<file path="src/rtl/core/base64_stream_encoder_top_defines.svh">
// Assertion macros shared by the base64 stream encoder RTL.
// Included by the modules that carry concurrent assertions; no other dependencies.
`ifndef BASE64_STREAM_ENCODER_TOP_DEFINES_SVH
`define BASE64_STREAM_ENCODER_TOP_DEFINES_SVH

// Implication checked on every rising clock edge outside reset.
`define B64E_ASSERT(label, clk, rstn, prop, msg) \
    label: assert property (@(posedge clk) disable iff (!rstn) (prop)) else $error(msg);

// Condition that must never be true outside reset.
`define B64E_NEVER(label, clk, rstn, cond, msg) \
    label: assert property (@(posedge clk) disable iff (!rstn) !(cond)) else $error(msg);

`endif

</file>
<file path="src/rtl/core/b64e_pkg.sv">
// Package for the base64 stream encoder: character constants, alphabet lookup,
// group phase codes and the queue entry type passed from front to back. No dependencies.
package b64e_pkg;

    localparam int unsigned QDepth = 2;
    localparam int unsigned QPtrW  = $clog2(QDepth);

    localparam logic [7:0] PAD_CHAR   = 8'h3D;
    localparam logic [7:0] UPPER_BASE = 8'h41;
    localparam logic [7:0] LOWER_BASE = 8'h61;
    localparam logic [7:0] DIGIT_BASE = 8'h30;
    localparam logic [7:0] PLUS_CHAR  = 8'h2B;
    localparam logic [7:0] SLASH_CHAR = 8'h2F;

    typedef enum logic [2:0] {
        PH_FIRST  = 3'b001,
        PH_SECOND = 3'b010,
        PH_THIRD  = 3'b100
    } phase_t;

    // One accepted byte: up to four characters, last_idx = count - 1.
    typedef struct packed {
        logic [3:0][7:0] chars;
        logic [1:0]      last_idx;
        logic            fin;
    } entry_t;

    function automatic logic [7:0] sym(input logic [5:0] idx);
        logic [7:0] ch;
        case (idx) inside
            [6'd0:6'd25]:  ch = UPPER_BASE + {2'b00, idx};
            [6'd26:6'd51]: ch = LOWER_BASE + {2'b00, idx} - 8'd26;
            [6'd52:6'd61]: ch = DIGIT_BASE + {2'b00, idx} - 8'd52;
            6'd62:         ch = PLUS_CHAR;
            default:       ch = SLASH_CHAR;
        endcase
        return ch;
    endfunction

endpackage

</file>
<file path="src/rtl/core/b64e_front.sv">
// Front part: accepts bytes, tracks group position and carried bits, and builds
// one queue entry per byte. Depends on b64e_pkg.
module b64e_front (
    input  logic              aclk,
    input  logic              aresetn,
    input  logic              s_tvalid,
    output logic              s_tready,
    input  logic [7:0]        s_tdata,    // [7:0] data_byte
    input  logic              s_tlast,
    input  logic              push_ready,
    output logic              push,
    output b64e_pkg::entry_t  push_entry
);

    b64e_pkg::phase_t phase_reg, phase_next;
    logic [3:0]       carry_reg, carry_next;

    assign s_tready = push_ready;
    assign push     = s_tvalid & push_ready;

    always_comb begin
        push_entry          = '0;
        push_entry.fin      = s_tlast;
        phase_next          = phase_reg;
        carry_next          = carry_reg;
        case (phase_reg)
            b64e_pkg::PH_SECOND: begin
                push_entry.chars[0] = b64e_pkg::sym({carry_reg[1:0], s_tdata[7:4]});
                if (s_tlast) begin
                    push_entry.chars[1] = b64e_pkg::sym({s_tdata[3:0], 2'b00});
                    push_entry.chars[2] = b64e_pkg::PAD_CHAR;
                    push_entry.last_idx = 2'd2;
                    phase_next          = b64e_pkg::PH_FIRST;
                    carry_next          = 4'd0;
                end else begin
                    push_entry.last_idx = 2'd0;
                    phase_next          = b64e_pkg::PH_THIRD;
                    carry_next          = s_tdata[3:0];
                end
            end
            b64e_pkg::PH_THIRD: begin
                push_entry.chars[0] = b64e_pkg::sym({carry_reg, s_tdata[7:6]});
                push_entry.chars[1] = b64e_pkg::sym(s_tdata[5:0]);
                push_entry.last_idx = 2'd1;
                phase_next          = b64e_pkg::PH_FIRST;
                carry_next          = 4'd0;
            end
            default: begin
                push_entry.chars[0] = b64e_pkg::sym(s_tdata[7:2]);
                if (s_tlast) begin
                    push_entry.chars[1] = b64e_pkg::sym({s_tdata[1:0], 4'b0000});
                    push_entry.chars[2] = b64e_pkg::PAD_CHAR;
                    push_entry.chars[3] = b64e_pkg::PAD_CHAR;
                    push_entry.last_idx = 2'd3;
                    phase_next          = b64e_pkg::PH_FIRST;
                    carry_next          = 4'd0;
                end else begin
                    push_entry.last_idx = 2'd0;
                    phase_next          = b64e_pkg::PH_SECOND;
                    carry_next          = {2'b00, s_tdata[1:0]};
                end
            end
        endcase
    end

    always_ff @(posedge aclk) begin
        if (!aresetn) begin
            phase_reg <= b64e_pkg::PH_FIRST;
            carry_reg <= 4'd0;
        end else if (push) begin
            phase_reg <= phase_next;
            carry_reg <= carry_next;
        end
    end

endmodule

</file>
<file path="src/rtl/core/b64e_queue.sv">
// Short FIFO of entries between front and back parts.
// Depends on b64e_pkg.
module b64e_queue (
    input  logic              aclk,
    input  logic              aresetn,
    input  logic              push,
    input  b64e_pkg::entry_t  push_entry,
    output logic              push_ready,
    input  logic              pop,
    output logic              head_valid,
    output b64e_pkg::entry_t  head_entry
);

    localparam int unsigned CntW = $clog2(b64e_pkg::QDepth + 1);

    b64e_pkg::entry_t                 mem [b64e_pkg::QDepth];
    logic [b64e_pkg::QPtrW-1:0]       wr_ptr_reg, rd_ptr_reg;
    logic [CntW-1:0]                  count_reg, count_next;

    assign push_ready = (count_reg != CntW'(b64e_pkg::QDepth));
    assign head_valid = (count_reg != '0);
    assign head_entry = mem[rd_ptr_reg];

    always_comb begin
        count_next = count_reg;
        if (push && !pop) begin
            count_next = count_reg + CntW'(1);
        end else if (pop && !push) begin
            count_next = count_reg - CntW'(1);
        end
    end

    always_ff @(posedge aclk) begin
        if (push) begin
            mem[wr_ptr_reg] <= push_entry;
        end
    end

    always_ff @(posedge aclk) begin
        if (!aresetn) begin
            wr_ptr_reg <= '0;
            rd_ptr_reg <= '0;
            count_reg  <= '0;
        end else begin
            if (push) begin
                wr_ptr_reg <= (wr_ptr_reg == b64e_pkg::QPtrW'(b64e_pkg::QDepth - 1))
                              ? '0 : wr_ptr_reg + b64e_pkg::QPtrW'(1);
            end
            if (pop) begin
                rd_ptr_reg <= (rd_ptr_reg == b64e_pkg::QPtrW'(b64e_pkg::QDepth - 1))
                              ? '0 : rd_ptr_reg + b64e_pkg::QPtrW'(1);
            end
            count_reg <= count_next;
        end
    end

endmodule

</file>
<file path="src/rtl/core/b64e_back.sv">
// Back part: moves head entry characters, one per cycle unless stalled, into the
// output register. Depends on b64e_pkg and base64_stream_encoder_top_defines.svh.
`include "base64_stream_encoder_top_defines.svh"

module b64e_back (
    input  logic              aclk,
    input  logic              aresetn,
    input  logic              head_valid,
    input  b64e_pkg::entry_t  head_entry,
    output logic              pop,
    output logic              m_tvalid,
    input  logic              m_tready,
    output logic [7:0]        m_tdata,    // [7:0] out_char
    output logic              m_tlast
);

    logic [1:0] pos_reg, pos_next;
    logic       valid_reg, valid_next;
    logic [7:0] data_reg;
    logic       last_reg;
    logic       load;
    logic       at_end;

    assign load     = !valid_reg || m_tready;
    assign at_end   = (pos_reg == head_entry.last_idx);
    assign pop      = load && head_valid && at_end;
    assign m_tvalid = valid_reg;
    assign m_tdata  = data_reg;
    assign m_tlast  = last_reg;

    always_comb begin
        pos_next   = pos_reg;
        valid_next = valid_reg;
        if (load) begin
            valid_next = head_valid;
            if (head_valid) begin
                pos_next = at_end ? 2'd0 : pos_reg + 2'd1;
            end
        end
    end

    always_ff @(posedge aclk) begin
        if (load && head_valid) begin
            data_reg <= head_entry.chars[pos_reg];
            last_reg <= head_entry.fin && at_end;
        end
    end

    always_ff @(posedge aclk) begin
        if (!aresetn) begin
            pos_reg   <= 2'd0;
            valid_reg <= 1'b0;
        end else begin
            pos_reg   <= pos_next;
            valid_reg <= valid_next;
        end
    end

    `B64E_NEVER(a_pos_in_range, aclk, aresetn,
        head_valid && (pos_reg > head_entry.last_idx), "char position past end of entry")
    `B64E_ASSERT(a_pos_idle_zero, aclk, aresetn,
        !head_valid |-> (pos_reg == 2'd0), "char position nonzero with empty queue")
    `B64E_ASSERT(a_first_not_pad, aclk, aresetn,
        (load && head_valid && pos_reg == 2'd0) |=> (data_reg != b64e_pkg::PAD_CHAR),
        "padding emitted as first char of a byte")

endmodule

</file>
<file path="src/rtl/core/base64_stream_encoder_top.sv">
// Top level of the base64 stream encoder (standard alphabet, '=' padding).
// Depends on b64e_pkg, b64e_front, b64e_queue and b64e_back.
//
// Takes one message byte per input item and returns its Base64 text, one ASCII character per
// output item, with tlast on the final character of the message. A byte gives one character
// at group position 0 or 1 and two at position 2; the last byte of a message also flushes the
// group with '=' padding (four characters in all from position 0, three from position 1).
// Input bytes are accepted one per cycle while the two-entry queue has room; the output
// register moves one character per cycle unless the sink holds m_tready low. On an empty
// pipeline the first character of a byte is registered in the queue entry and then in the
// output register before it is presented on the output.
module base64_stream_encoder_top (
    input  logic       aclk,
    input  logic       aresetn,
    input  logic       s_tvalid,
    output logic       s_tready,
    input  logic [7:0] s_tdata,    // [7:0] data_byte
    input  logic       s_tlast,
    output logic       m_tvalid,
    input  logic       m_tready,
    output logic [7:0] m_tdata,    // [7:0] out_char
    output logic       m_tlast
);

    logic             push, push_ready, pop, head_valid;
    b64e_pkg::entry_t push_entry, head_entry;

    b64e_front u_front (
        .aclk       (aclk),
        .aresetn    (aresetn),
        .s_tvalid   (s_tvalid),
        .s_tready   (s_tready),
        .s_tdata    (s_tdata),
        .s_tlast    (s_tlast),
        .push_ready (push_ready),
        .push       (push),
        .push_entry (push_entry)
    );

    b64e_queue u_queue (
        .aclk       (aclk),
        .aresetn    (aresetn),
        .push       (push),
        .push_entry (push_entry),
        .push_ready (push_ready),
        .pop        (pop),
        .head_valid (head_valid),
        .head_entry (head_entry)
    );

    b64e_back u_back (
        .aclk       (aclk),
        .aresetn    (aresetn),
        .head_valid (head_valid),
        .head_entry (head_entry),
        .pop        (pop),
        .m_tvalid   (m_tvalid),
        .m_tready   (m_tready),
        .m_tdata    (m_tdata),
        .m_tlast    (m_tlast)
    );

endmodule

</file>
<file path="config.mk">
export PLATFORM = sky130hd
export DESIGN_NAME = base64_stream_encoder_top
export DESIGN_NICKNAME = d
export VERILOG_FILES = /design/src/rtl/core/b64e_pkg.sv /design/src/rtl/core/b64e_front.sv /design/src/rtl/core/b64e_queue.sv /design/src/rtl/core/b64e_back.sv /design/src/rtl/core/base64_stream_encoder_top.sv
export VERILOG_INCLUDE_DIRS = /design/src /design/src/rtl/core
export SDC_FILE = /design/constraint.sdc
export NUM_CORES = 1
export LEC_CHECK = 0
export ABC_AREA = 1
export BUFFER_PORTS_ARGS = -buffer_cell sky130_fd_sc_hd__buf_2
export CAP_MARGIN = 25
export CORE_MARGIN = 2
export CORE_UTILIZATION = 50
export CTS_CLUSTER_DIAMETER = 120
export DETAILED_ROUTE_END_ITERATION = 8
export GPL_TIMING_DRIVEN = 0
export PLACE_DENSITY_LB_ADDON = 0.1
export SETUP_SLACK_MARGIN = 0.05
export SYNTH_ARGS = -nofsm -noshare
export SYNTH_HDL_FRONTEND = slang
export SYNTH_SLANG_ARGS = --single-unit
</file>
<file path="constraint.sdc">
create_clock -name aclk -period 3.65 [get_ports aclk]
set_input_delay 0.1825 -clock aclk [delete_from_list [all_inputs] [get_ports aclk]]
set_output_delay 0.1825 -clock aclk [all_outputs]
set_load 0.005 [all_outputs]
</file>
Word level (Yosys, flattened, before mapping). Memory sizes are Yosys's and may differ from the RTL's. A register that Yosys moved wholly into a read port is not among the register bits. Index checks and enable logic that the tools add are counted. Widths: inputs -> output; s select.

Register bits: 23. Bits in writable memories: 66. Bits of input ports: 13. Output and inout port bits: 11. Logic and storage cells: 168. Memories kept: 1.

Memory list: u_queue.mem (depth 2, width 33, rd ports 1, clocked after Yosys merged registers in 1, write ports 1, line b64e_queue.sv:16) `b64e_pkg::entry_t mem [b64e_pkg::QDepth];`.

$add $sub $neg: 35. Order comparisons: 37. Equal/unequal tests: 8. Multiplexer cells: 46. Bitwise logic cells: 1. Reductions and logical operators: 31.

Operators with widths (count): $mux 8 (19); $add 7x6->8 const A (12); $le 6x6->1 const B (12); $sub 8x5->8 const B (6); $sub 8x6->8 const B (6); $add 6x6->7 const A (6); $ge 6x1->1 const B (6); $ge 6x5->1 const B (6); $ge 6x6->1 const B (6); $le 6x5->1 const B (6); $pmux 18 s2 (1); $eq 6x6->1 const B (4); $logic_and 1x1->1 (23); $mux 22 (1); $bmux 8 s2 (1); $pmux 8 s2 (1); $mux 3 (5); $mux 14 (1); $mux 2 (7); $pmux 4 s2 (1); $mux 1 (6); $mux 6 (1); $pmux 3 s2 (1); $add 2x1->2 const B (2); other kinds (14) (18).

Logic depth before layout (Yosys ltp). Gate-level depths: netlist of run 1.

Depth in word-level cells: 7. Gate-level depth with buffers: 16. Gate-level depth less buffers: 14.

Modules after synthesis. Synthesis of run 1 repeated with hierarchy kept, for this count alone.

Cell total of the unflattened synthesis: 795. Area, all modules: 6756.5 sq um.

By module, submodules not included: b64e_front (instances 1, cells each 565, area an instance 3121.7 sq um, seq. area each 140.1 sq um); b64e_queue (instances 1, cells each 144, area an instance 2907.8 sq um, seq. area each 2202.1 sq um); b64e_back (instances 1, cells each 86, area an instance 726.9 sq um, seq. area each 330.3 sq um).

Least setup slack after synthesis of run 1. Ideal clock, no wire load.

Path kind: reg-to-reg. From: register u_queue.count_reg[0]. To: register u_queue.count_reg[1]. Setup time: 122 ps. Data arrival time: 1971 ps. Data required time: 3528 ps. Slack: 1557 ps. Stages on the path, launching flop included: 9. Path buffers: 0. Period minus slack after synthesis: 2093 ps. Cell sequence: dfxtp_1 > inv_1 > a21oi_1 > nand3_2 > ha_1 > a21oi_1 > o21ai_0 > o21ai_0 > a21oi_1.

Word-level cells in the longest chain between the ends: 6. Elaborated cells between the ends (all ways): 14. Those cells by class: add/sub: 2; eq/ne: 1; mux: 2; bitwise: 1; reduce/logical: 8.

RTL lines: from (decl) (line b64e_queue.sv:18) `logic [CntW-1:0] count_reg, count_next;`; from (signal assigned) (line b64e_queue.sv:53) `count_reg <= count_next;`; parallel branches: the longest is 6 deep, another holds $sub 2x1->2.

Parallel ways; which one is timed is not known. The select of a mux whose other input is x is not followed. A chain may end at the register's enable or synchronous reset.

==> metrics, run 1 <==
status=finished clean; initial drt markers=436; fin. max-slew vios=0; CP max FO=11; Worst Reg-to-Reg Cells=9; Hold Crit Depth=3; clock power share=21.5%; MaxCap Viol Count=0; worst hold path class=primary input to register; vias in the first global route=4815; final clock skew=0.0116 ns; Post-DP HPWL=11900 µm; fin crit period=2.59 ns; RSZ-0062 raised after global routing=no; IO Count=24; CP Cell Sequence=buf_2, inv_2, ha_1, o21ai_0, nand2_1, nand2_2, nand2_1, o21ai_0, nand3_1; CTS tree=built; Synth Area in Compound Gates=11.4%; Starting Density=50.9%; Reg area=1770 µm²; Simple-Gate Fraction of Synth Area=35.2%; Post-Synth XOR/XNOR Area=3.82%; clk slew on worst S/H paths=0.07 ns; synth unique cells=41; Lkg Pwr=0.00269 µW; Critical Path Sink Type=register; synthesis warning total=0; fin nets=864; area grow syn2layout=9.91%; FP Rows=38; slowest CP cell=dfxtp_1; main combinational cell family by area after synthesis=simple AND/OR/NAND/NOR gates; DP Area=5810 µm²; Worst Path Required=3.73 ns; fillers=1082; post-synthesis mux area share=0%; # diodes=0; P_sw=1030 µW; Port Buffers=23; DRC=0; Net Count, Synth=827; cell family with most CP delay=simple AND/OR/NAND/NOR gates; Clock Sink Count=64; die extent in x=109 µm; Synth Area in Adders=8.01%; Max Clk Rate=0.385 GHz; setup TNS=0 ns; wire per inst=16.1 µm; cts-stage hold buffer count=0; #FFs+latches synth=64; largest net degree at the start of global routing=19; CP peak stage delay=0.45 ns; first-pass GRT wire length=24500 µm; max_slew headroom=63.9%; maximum vdd drop=0.384 mV; Worst Tran Pin Value=0.541 ns; area used by multi-input combinational logic=3200 µm²; via count=5291; Syn Inst Count=779; Critical Path Start Type=register; register area share after synthesis=32.4%; Setup Fix Bufs, Post-CTS=0; GPL Wtd Cong=0.947; dpl ws=1.15 ns; die area=11800 µm²; Worst Setup Path Type=register to register; total gr overflow=0; final wirelength=15500 µm; GRT Overall Usage=27.1%; Pint=1700 µW; Worst Path Arrival=2.67 ns; TritonCTS Buffers=9; clk buf depth=2; Worst-Skew Late Latency=0.35 ns; final setup vio count=0; period utilization=71.1%; syn_area_per_cell=7.02 µm²; Hold Vio Cnt, Final=0; CP Buf/Inv Count=2; max reg flops=40; post-DR vias/cell=5.51; H-tree depth=3; pwr/cell area=455 nW/µm²; Die H=109 µm; switching fraction of total power=37.7%; power share of the sequential group=39.3%; antenna violations before repair=0; DRT Pass-1 Iters=5; CTS resizes=0; Syn Std Cell Area=5470 µm²; final instance area=6010 µm²; Worst path depth=9; fraction of layout cells with a size suffix above 1=14.6%; Detail Route Antenna Nets=0; Worst Slack Setup Final=1.06 ns; Core Region=10700 µm²; CTS root buffer=clkbuf_8; Gate power share=39.2%
-- worst reg2reg max path: stages (launching register included) --
cell,delay (ns)
dfxtp_1,0.45
buf_2,0.32
inv_2,0.17
ha_1,0.33
o21ai_0,0.18
nand2_1,0.13
nand2_2,0.18
nand2_1,0.11
o21ai_0,0.31
nand3_1,0.14
-- cell usage after synthesis --
cell type | n | share of area [%]
a221o_1 | 5 | 0.92
nor3_1 | 3 | 0.27
nand2_4 | 2 | 0.41
nand3_1 | 93 | 8.5
a21oi_2 | 1 | 0.16
o21ai_4 | 1 | 0.30
nor2_4 | 2 | 0.41
o21ai_2 | 1 | 0.16
nand3_2 | 3 | 0.55
clkinv_1 | 3 | 0.21
buf_4 | 7 | 0.96
xor2_2 | 1 | 0.30
nor3_2 | 1 | 0.18
a21oi_1 | 44 | 4.0
dfxtp_1 | 15 | 5.5
nor2_2 | 3 | 0.34
ha_1 | 35 | 8.0
nor2_1 | 79 | 5.4
a21oi_4 | 1 | 0.30
o21ai_0 | 38 | 3.5
inv_2 | 18 | 1.2
buf_2 | 11 | 1.0
edfxtp_1 | 49 | 27
inv_1 | 59 | 4.1
o211ai_1 | 6 | 0.82
inv_6 | 1 | 0.16
xnor2_1 | 5 | 0.80
or2_2 | 1 | 0.11
nand4_1 | 12 | 1.4
buf_6 | 6 | 1.2
clkbuf_1 | 2 | 0.14
nand2_1 | 222 | 15
a31oi_1 | 4 | 0.46
nor3_4 | 1 | 0.30
clkinv_2 | 1 | 0.091
o21ai_1 | 8 | 0.73
nand2_2 | 13 | 1.5
inv_4 | 1 | 0.11
nand3b_1 | 3 | 0.41
xor2_1 | 17 | 2.7
nor3b_1 | 1 | 0.14
-- cell type report --
type	instances	area share (%)
multi-input combinational	606	53.2
sequential	64	29.5
inverter	83	5.33
buffer	26	3.04
tap	140	2.92
timing repair buffer	26	2.75
clock buffer	9	2.06
clock inverter	7	1.21
-- power by group through the flow --
stage	clock (µW)	combinational, µW	sequential (µW)
2_1_floorplan	0	722	1090
3_3_place_gp	0	1010	1090
3_5_place_dp	0	1060	1090
4_1_cts	597	1070	1070
5_1_grt	629	1200	1090
6_report	587	1070	1070
-- cell usage in the layout (no fill, tap or decap), types with 3 or more instances in the layout --
cell / synthesis / layout
xnor2_1: 5 / 5
edfxtp_1: 49 / 49
nand3_2: 3 / 3
clkbuf_8: 0 / 9
a31oi_1: 4 / 4
nor2_1: 79 / 77
buf_4: 7 / 8
buf_2: 11 / 34
dfxtp_1: 15 / 15
a221o_1: 5 / 5
xor2_1: 17 / 17
inv_2: 18 / 18
nand3_1: 93 / 93
inv_1: 59 / 59
nand2_2: 13 / 13
clkinv_1: 3 / 3
nor3_1: 3 / 3
o211ai_1: 6 / 6
buf_6: 6 / 6
nor2_2: 3 / 5
nand4_1: 12 / 12
clkinvlp_4: 0 / 5
ha_1: 35 / 35
o21ai_1: 8 / 8
a21oi_1: 44 / 44
nand3b_1: 3 / 3
o21ai_0: 38 / 38
nand2_1: 222 / 222
-- cell families (layout without fill, tap and decap cells) --
logic type | count (synthesis) | in the layout
adders and majority gates | 35 | 35
and+or+nand+nor | 439 | 439
buffers and inverters | 109 | 151
AOI/OAI and AO/OA | 109 | 109
xor gates and xnor gates | 23 | 23
DFF | 64 | 64
-- routing by layer --
layer | share of wire [%] | vias to the layer above | track usage [%]
met3 | 5.4 | 30 | 3.44
met4 | 2.7 | 0 | 11.3
met1 | 45 | 2434 | 36.5
met5 | 0 | - | 0
met2 | 47 | 185 | 44.1
li1 | - | 2642 | -
-- per-stage QoR --
step / instances / hold slack [ns] / util (%) / power (µW)
after global routing: 961 / 0.124 / 55.9 / 2910
after global placement: 942 / 0.457 / 53.6 / 2100
after detailed placement: 945 / 0.468 / 54.1 / 2150
after floorplan: 779 / 0.281 / - / 1810
after CTS: 961 / 0.111 / 55.9 / 2740
final: 961 / 0.112 / 55.9 / 2730
-- final timing paths --
check | startpoint | endpoint | slack, ns
worst min register to register | u_front.phase_reg[1] | u_front.phase_reg[1] | 0.48
worst min-delay path | aresetn | u_queue.count_reg[1] | 0.11
worst max-delay path | u_front.carry_reg[0] | u_queue.mem[0][3] | 1.06
worst max register to register | u_front.carry_reg[0] | u_queue.mem[0][3] | 1.06
Note: power is estimated with default switching activity, not from simulation.
==> run 2, diff against run 1 <==
Clock period 3.65 ns to 2.2 ns, I/O delays scaled along.
==> run 2 against run 1 <==
Against the previous run:
- non-clock buffer count grew 2
- utilization grew 0.77 points
- power grew 67%
- global-route usage grew 0.064 points
- sequential power grew 66%
- combinational power grew 68%
- first-iteration DRC count shrank 6.2%
- critical path depth grew 4
- sequential cell count is the same
- critical path type unchanged
- clock skew shrank 0.0025 ns
- final cell count grew 0.21%
- routed wire length grew 0.41%
==> metrics, run 2 (synthesis gave the netlist of run 1 again) <==
most common cell after layout, fill and taps aside=nand2_1 (unchanged); Worst Path Arrival=2.13 ns (was 2.67 ns); Post-Layout Cell Count=963 (was 961); Placed Cells=945 (unchanged); Max Clk Rate=0.488 GHz (was 0.385 GHz); cts-stage hold buffer count=0 (unchanged); GPL Wtd Cong=0.947 (unchanged); max_slew headroom=62.9% (was 63.9%); CTS root buffer=clkbuf_8 (unchanged); register-to-register setup slack=0.15 ns (was 1.06 ns); clk buf depth=2 (unchanged); final instance area=6090 µm² (was 6010 µm²); commonest non-fill, non-tap cells in the layout=nand2_1, nand3_1, nor2_1 (unchanged); Worst-Skew Late Latency=0.35 ns (about the same); fin crit period=2.05 ns (was 2.59 ns); Critical Path End=u_queue.mem[1][4] (was u_queue.mem[0][3]); r2r startpoint=u_front.carry_reg[0] (unchanged); Lkg Pwr=0.00271 µW (was 0.00269 µW); DRC=0 (unchanged); final clock skew=0.00919 ns (was 0.0116 ns); Worst setup startpoint=u_front.carry_reg[0] (unchanged); Worst Setup Path Type=register to register (unchanged); H-tree depth=3 (unchanged); reg2reg end=u_queue.mem[1][4] (was u_queue.mem[0][3]); maximum vdd drop=0.638 mV (was 0.384 mV); # diodes=0 (unchanged); final setup vio count=0 (unchanged); area grow syn2layout=11.4% (was 9.91%); status=finished clean (unchanged); GRT Overall Usage=27.2% (was 27.1%); fin nets=866 (was 864); DRT Pass-1 Iters=6 (was 5); Detail Route Antenna Nets=0 (unchanged); CTS tree=built (unchanged); Worst Path Required=2.29 ns (was 3.73 ns); Die H=109 µm (unchanged); largest net degree at the start of global routing=19 (unchanged); worst hold margin=0.0490 ns (was 0.112 ns); clk slew on worst S/H paths=0.07 ns (about the same); first-pass GRT wire length=24500 µm (about the same); Hold Vio Cnt, Final=0 (unchanged); CP max FO=11 (unchanged); Starting Density=50.9% (unchanged); die extent in x=109 µm (unchanged); RSZ-0062 raised after global routing=yes (was no); Core Region=10700 µm² (unchanged); worst hold path class=primary input to register (unchanged); Worst Reg-to-Reg Cells=13 (was 9); final wirelength=15500 µm (about the same); post-DR vias/cell=5.51 (about the same); total gr overflow=0 (unchanged); Clock Sink Count=64 (unchanged); Critical Path Start Type=register (unchanged); FP Rows=38 (unchanged); die area=11800 µm² (unchanged); pwr/cell area=748 nW/µm² (was 455 nW/µm²); period utilization=93.1% (was 71.1%); Port Buffers=23 (unchanged); IO Count=24 (unchanged); vias in the first global route=4800 (was 4815); fin. max-slew vios=0 (unchanged); TritonCTS Buffers=9 (unchanged); Critical Path Sink Type=register (unchanged); initial drt markers=409 (was 436); Post-DP HPWL=11900 µm (unchanged); Core Util, Final=56.7% (was 55.9%); antenna violations before repair=0 (unchanged); wire per inst=16.1 µm (about the same); max reg flops=40 (unchanged); Worst Tran Pin Value=0.556 ns (was 0.541 ns); DP Area=5810 µm² (unchanged); setup TNS=0 ns (unchanged); fraction of layout cells with a size suffix above 1=16.5% (was 14.6%); fillers=1068 (was 1082); MaxCap Viol Count=0 (unchanged); via count=5306 (was 5291)
[run 2: repair_timing]
action / 4_1_cts / 5_1_grt
resized for setup: 7 / 21
setup buffers: 0 / 2
pin swaps: 1 / 4
hold endpoints to repair: 0 / 0
endpoints found under the setup margin: 16 / 16
[run 2: cell type report]
cell class / instances / area, µm² / share of cell area [%]
plain buffers: 26 / 193 / 3.16
clock buffers: 9 / 124 / 2.03
clock inverters: 7 / 72.6 / 1.19
inverters: 83 / 328 / 5.38
multi-input cells: 606 / 3240 / 53.2
flip-flops and latches: 64 / 1780 / 29.2
well taps: 140 / 175 / 2.88
repair buffers: 28 / 180 / 2.96
[run 2: worst min path at each step]
stage,startpoint,to,slack [ns],cells after the start
floorplan,s_tlast,u_queue.mem[0][0],0.21,0
global placement,s_tlast,u_queue.mem[1][0],0.40,1
detailed placement,s_tlast,u_queue.mem[1][0],0.40,1
CTS,aresetn,u_queue.count_reg[1],0.04,3
global route,s_tlast,u_queue.mem[1][0],0.05,1
finish,aresetn,u_queue.count_reg[1],0.05,3
[run 2: per-layer routing]
metal | share of wire [%] | wire length [µm] | track usage (%)
met2 | 46 | 7120 | 44.0
met1 | 46 | 7090 | 36.6
met3 | 5.2 | 800 | 3.44
met4 | 3.3 | 509 | 11.6
met5 | 0 | 0 | 0
[run 2: where the power goes]
part	internal (µW)	switching (µW)
logic	641	1160
clock network	519	454
registers	1680	104
[run 2: worst max-delay path, stage by stage (launching register included)]
cell and delay, ns:
dfxtp_4 0.37, buf_8 0.15, inv_8 0.09, ha_2 0.19
nand2_1 0.07, o21ai_2 0.12, nand2_2 0.10, buf_4 0.16
o21ai_0 0.13, inv_1 0.05, nand3_1 0.12, nand2_1 0.07
inv_1 0.06, nand2_2 0.08
[run 2: stage by stage]
step                      setup WS [ns]  power [µW]
after floorplan                   0.107        3000
after global placement           -0.300        3480
after detailed placement         -0.297        3560
after CTS                        0.0502        4550
after global routing             0.0421        4850
final                             0.153        4550
